==> config.mk <==
export PLATFORM = sky130hd
export DESIGN_NAME = rwdc_cell
export DESIGN_NICKNAME = d
export VERILOG_FILES = /design/src/rtl/rwdc_pkg.sv /design/src/rtl/rwdc_cell.sv
export SDC_FILE = /design/constraint.sdc
export NUM_CORES = 1
export LEC_CHECK = 0
export BUFFER_PORTS_ARGS = -buffer_cell sky130_fd_sc_hd__buf_2
export CAP_MARGIN = 20
export CORE_MARGIN = 3
export CORE_UTILIZATION = 46
export CTS_CLUSTER_SIZE = 14
export DETAILED_ROUTE_END_ITERATION = 10
export HOLD_SLACK_MARGIN = 0.15
export PLACE_DENSITY = 0.76
export SYNTH_ARGS = -nofsm -noshare
export SYNTH_HDL_FRONTEND = slang
export SYNTH_SLANG_ARGS = --single-unit
export TNS_END_PERCENT = 100
==> constraint.sdc <==
create_clock -name clk -period 4.3 [get_ports clk]
set_input_delay 0.215 -clock clk [delete_from_list [all_inputs] [get_ports clk]]
set_output_delay 0.215 -clock clk [all_outputs]
set_load 0.02 [all_outputs]
==> src/rtl/rwdc_pkg.sv <==
package rwdc_pkg;

	localparam int unsigned ID_W = 64;

	typedef logic [ID_W-1:0] id_t;

	typedef enum logic [1:0] {
		VERDICT_ACCEPT    = 2'd0,
		VERDICT_DUPLICATE = 2'd1,
		VERDICT_TOO_OLD   = 2'd2
	} verdict_t;

	typedef enum logic [2:0] {
		S_IDLE = 3'b001,
		S_CMP  = 3'b010,
		S_INS  = 3'b100
	} state_t;

	// Control broadcast from the sequencer to every cell of the row.
	typedef struct packed {
		logic capture;
		logic halve;
		logic insert;
	} cell_ctrl_t;

	// Registered compare result of one cell.
	typedef struct packed {
		logic lt;
		logic eq;
	} cell_flags_t;

endpackage

==> src/rtl/rwdc_cell.sv <==
module rwdc_cell (
	input  logic                 clk,
	input  rwdc_pkg::cell_ctrl_t ctrl,
	input  rwdc_pkg::id_t        key,
	input  logic                 valid,
	input  rwdc_pkg::id_t        upper,
	input  rwdc_pkg::id_t        left_value,
	input  logic                 left_lt,
	output rwdc_pkg::id_t        value,
	output rwdc_pkg::cell_flags_t flags
);

	rwdc_pkg::id_t        value_q;
	rwdc_pkg::id_t        view;
	rwdc_pkg::cell_flags_t flags_s1;

	// The compare sees the entry as it stands after a possible half drop.
	assign view = ctrl.halve ? upper : value_q;

	always_ff @(posedge clk) begin
		if (ctrl.halve) begin
			value_q <= upper;
		end else if (ctrl.insert && !flags_s1.lt) begin
			value_q <= left_lt ? key : left_value;
		end
	end

	always_ff @(posedge clk) begin
		if (ctrl.capture) begin
			flags_s1.lt <= valid && (view < key);
			flags_s1.eq <= valid && (view == key);
		end
	end

	assign value = value_q;
	assign flags = flags_s1;

endmodule

# [After elaboration in Yosys (flattened, before gate mapping)]
# Index checks and enable logic that the tools add are counted.
[word_totals] reg_bits=66 wordCells=14
[op_classes] magnitude_cmp=1 n_eq_ne=1 n_mux=4 reduce_logical=5
[ops] op="$mux W64" n=4
[ops] op="$eq A64 B64 Y1" n=1
[ops] op="$lt A64 B64 Y1" n=1
[ops] op="$logic_and A1 B1 Y1" n=3
[ops] op="$reduce_bool A2 Y1" n=1
[ops] op="$logic_not A1 Y1" n=1

# [Logic depth before layout (Yosys ltp)]
[logic_depth] ltp_word=4 ltp_mapped=11

# [Least setup slack after synthesis]
# No wires, ideal clock.
[synth_timing] kind="in2reg" startpoint="in ctrl[1] (netlist name)" endpoint="reg value_q[0], in the netlist value[0] (enable)" setup_ns=0.421 arrival_ns=2.119 setup_slack_ns=1.760 cell_stages=3 n_path_buf=2 cell_sequence="clkbuf_1 > clkbuf_1 > a21o_1"
[synth_between] elab_chain_cells=1
[synth_lines] item="start, declared" line="rwdc_cell.sv:3" text="input rwdc_pkg::cell_ctrl_t ctrl,"
[synth_lines] item="$reduce_bool A2 Y1 (no source line)"
[synth_lines] item="end signal, assigned" line="rwdc_cell.sv:22" text="value_q <= upper;"
[synth_lines] item="end signal, assigned" line="rwdc_cell.sv:24" text="value_q <= left_lt ? key : left_value;"
[synth_lines] item="end, declared" line="rwdc_cell.sv:13" text="rwdc_pkg::id_t value_q;"
# No other way between the ends.
# A chain may end at the register's enable or synchronous reset.

# [Final worst setup path]
[layout_timing] startpoint="in ctrl[1] (netlist name)" endpoint="reg flags_s1, in the netlist flags[1], data pin"
[layout_between] elab_chain_cells=3
[layout_lines] item="$mux W64" line="rwdc_cell.sv:18" text="assign view = ctrl.halve ? upper : value_q;"
[layout_lines] item="$lt A64 B64 Y1" line="rwdc_cell.sv:30" text="flags_s1.lt <= valid && (view < key);"
[layout_lines] item="$logic_and A1 B1 Y1" line="rwdc_cell.sv:30"
[layout_lines] item="end, declared" line="rwdc_cell.sv:15" text="rwdc_pkg::cell_flags_t flags_s1;"
# No other way between the ends.

==> impl_results.md <==
- Layout Cells excl Fill: 1,042
- Final HPWL DP: 11.9 mm
- Final worst-path cycle share: 0.626
- Util after Layout: 0.624
- Slowest cell on crit path: buf_4
- Worst Path Buf+Inv: 2
- Vias per cell: ~5.1
- GRT met3 Usage: 0.0308
- Crit path DAT: roughly 2.9 ns
- First-pass GRT wire length: around 23 mm
- Post-synth top area cell: edfxtp_1
- Worst slack at placement: 1.27 ns
- Total die area: around 0.013 mm²
- Vert. Die Dim: 116 µm
- Final Hold Vio Count: 0
- Leakage: roughly 3.9 nW
- Clk_lat worst skew: between 0.3 and 0.4 ns
- Register-to-Register Setup Slack: 1.88 ns
- Wirelength per Cell: between 10 and 15 µm
- Startpoint Class: input port
- Worst Tran Pin Value: between 1 and 1.5 ns
- FF+latch count, synth: between 60 and 70
- Most common cell in the synthesized netlist: o21ai_0
- RR Endpoint: flags[1]
- Mapped cell area: ~0.0055 mm²
- Fillers: approximately 1.0k
- GR met1 Demand/Resource: 0.273
- RSZ-0062 raised after global routing: false
- Slowest stage delay, CP: just over 0.6 ns
- Inst Count DP: between 1k and 1.5k
- CTS tree: built
- Unique masters post-synth: 31
- Total GRT Usage: 0.214
- Final antenna-violating net count: 0
- Initial core utilization: 0.479
- Routed WL: 15.0 mm
- Vias: 5,303
- CP endpoint kind: register
- Part of the power in combinational logic: 0.295
- Critical path peak fanout: ~100
- Clock Power Share: 0.311
- Critical path launch point: ctrl[1]
- Drt drc: 0
- Min cycle time layout: about 2.7 ns
- Vias in the first global route: a little over 5k
- Power per Cell Area: approximately 290 mW/mm²
- Startpoint of the worst-slack reg-to-reg timing path: value[62]
- Antenna cells: 0
- Clk root buf: clkbuf_16
- PnR worst setup slack: approximately 1.6 ns
- First-pass DRT Iterations: 5
- Final setup fails: 0
- Clock skew: 0.00590 ns
- Top cells by area, synth: edfxtp_1 (36%), ha_1 (14%), o21ai_0 (12%), mux2i_1 (12%), inv_1 (8.7%)
- Setup TNS: 0 ns
- Share of cells above drive strength 1: 0.320
- Status: finished clean
- Max cap viols: 0
- Critical Path Sink: flags[1]
- Core Rows: 39
- Max_slew headroom: 0.250
- Mean Syn Cell Area: 8.58 µm²
- Clock tree buffer depth: 2
- Total gr overflow: 0
- Post-synthesis async set-or-reset flop share: 0
- Syn Inst Count: 645
- Ys flop type: edfxtp_1
- R2R depth: 9
- Max IR drop VDD: 0.146 mV
- H-tree Lvls: 3
- Top-area cell type share of the netlist area: 0.358
- Post-CTS Setup Inserts: 0
- Yosys Warn Count: 0
- TritonCTS Buffers: 9
- I/O Buffers: 263
- Sequential fraction of the synthesis area: 0.358
- Largest delay share family, worst path: buffers and inverters
- Seq pwr share: 0.395
- CP Class: in -> reg
- Routability cong.: about 0.80
- Initial antenna violation count: 1
- Switching power: around 0.00066 W
- Busiest grt layer: met2
- Most instantiated cells after synthesis: o21ai_0 (134), inv_1 (128), nand2_1 (84)
- Area Overhead vs Synth: 30.4%
- Total stage count of the critical path: 10
- Nets: 1,157
- Clk slew on worst S/H paths: ~0.060 ns
- Core Area: 0.0116 mm²
- Switching Fraction: 0.316
- Io pins: 264
- Sink Count: 66
- Final Max Slew Viols: 0
- Syn nets: between 900 and 1k
- Cells along the critical path: buf_4, buf_4, nand2_1, o21ai_0, ha_1, a21oi_1, nand2_1, a221o_1, nor3_1, o211a_1
- Worst Hold Class: in -> reg
- Worst EP required: approximately 4.5 ns
- Starting DRT DRC Count: roughly 280
- Largest net degree at the start of global routing: just over 100
- EDFF count, synth: 66
- PostCTS Resize Cnt: 0
- Achievable Freq: between 300 and 400 MHz
- Pint: between 0.001 and 0.0015 W
- Die width: approximately 120 µm
- Met2 Use GR: 0.370
- Post-CTS Hold Buffers: 1
## area by class of cell
class,count,area (µm²),area share
Tap cell,143,179,0.0248
Clock buffer,9,225,0.0312
Inverter,128,480,0.0666
Sequential cell,66,1980,0.275
Multi-Input combinational cell,423,2960,0.410
Clock inverter,6,25.0,0.00347
Timing Repair Buffer,267,1370,0.189
## power by group through the flow
| stage | clock network [W] | logic, W | registers (W) |
|---|---|---|---|
| 4_1_cts | 0.000654 | 0.000619 | 0.000820 |
| 3_3_place_gp | 0 | 0.000606 | 0.000830 |
| 2_1_floorplan | 0 | 0.000298 | 0.000911 |
| 5_1_grt | 0.000685 | 0.000692 | 0.000827 |
| 6_report | 0.000645 | 0.000612 | 0.000819 |
| 3_5_place_dp | 0 | 0.000615 | 0.000832 |
## worst min-delay path: stages
cell and delay (ns):
buf_2 0.07, nand2_1 0.05, o21ai_0 0.06
## kinds of logic (layout without fill, tap and decap cells)
group                      count (synthesis)  after routing  synth area share
muxes                                     65             65             0.118
AOI/OAI and AO/OA                        175            175             0.170
buffers and inverters                    156            410             0.107
adders and majority gates                 64             64             0.145
DFF                                       66             66             0.358
and+or+nand+nor                          119            119             0.103
## worst min-delay path by stage
| stage | from | to | cells past startpoint |
|---|---|---|---|
| 2_1_floorplan | ctrl[2] | flags[0] | 0 |
| 3_3_place_gp | ctrl[2] | flags[1] | 1 |
| 3_5_place_dp | ctrl[2] | flags[1] | 1 |
| 4_1_cts | upper[51] | value[51] | 3 |
| 5_1_grt | upper[8] | value[8] | 3 |
| 6_report | upper[51] | value[51] | 3 |
## metrics by stage
step	total power, W	area [µm²]	hold slack (ns)
after global routing	0.00220	7220	0.190
after CTS	0.00209	7220	0.180
after global placement	0.00144	6960	0.439
after floorplan	0.00121	5530	0.327
final	0.00208	7220	0.189
after detailed placement	0.00145	6960	0.443
## metal layers
layer	vias to the layer above	wire length (µm)	part of all wire
met3	28	835	0.055
met5	-	13	0.00086
met2	164	7290	0.48
li1	2731	-	-
met4	2	375	0.025
met1	2378	6530	0.43
## flip-flops by register name, summed over array words and instances, names as in the netlist
signal / cells
value: 64
flags: 2
## cells in the final DEF (no fill, tap or decap), types with 4 or more instances in the layout
cell type and n:
a21o_1 4, nand2_1 84, nor2_1 6, a21oi_1 23, clkinv_1 4, clkbuf_16 9, and4_1 4, buf_4 4
inv_1 128, o21ai_0 134, mux2i_1 65, buf_2 261, edfxtp_1 66, ha_1 64, nand4_1 7, nand3_1 6
Power figures use the tool's default switching activity.
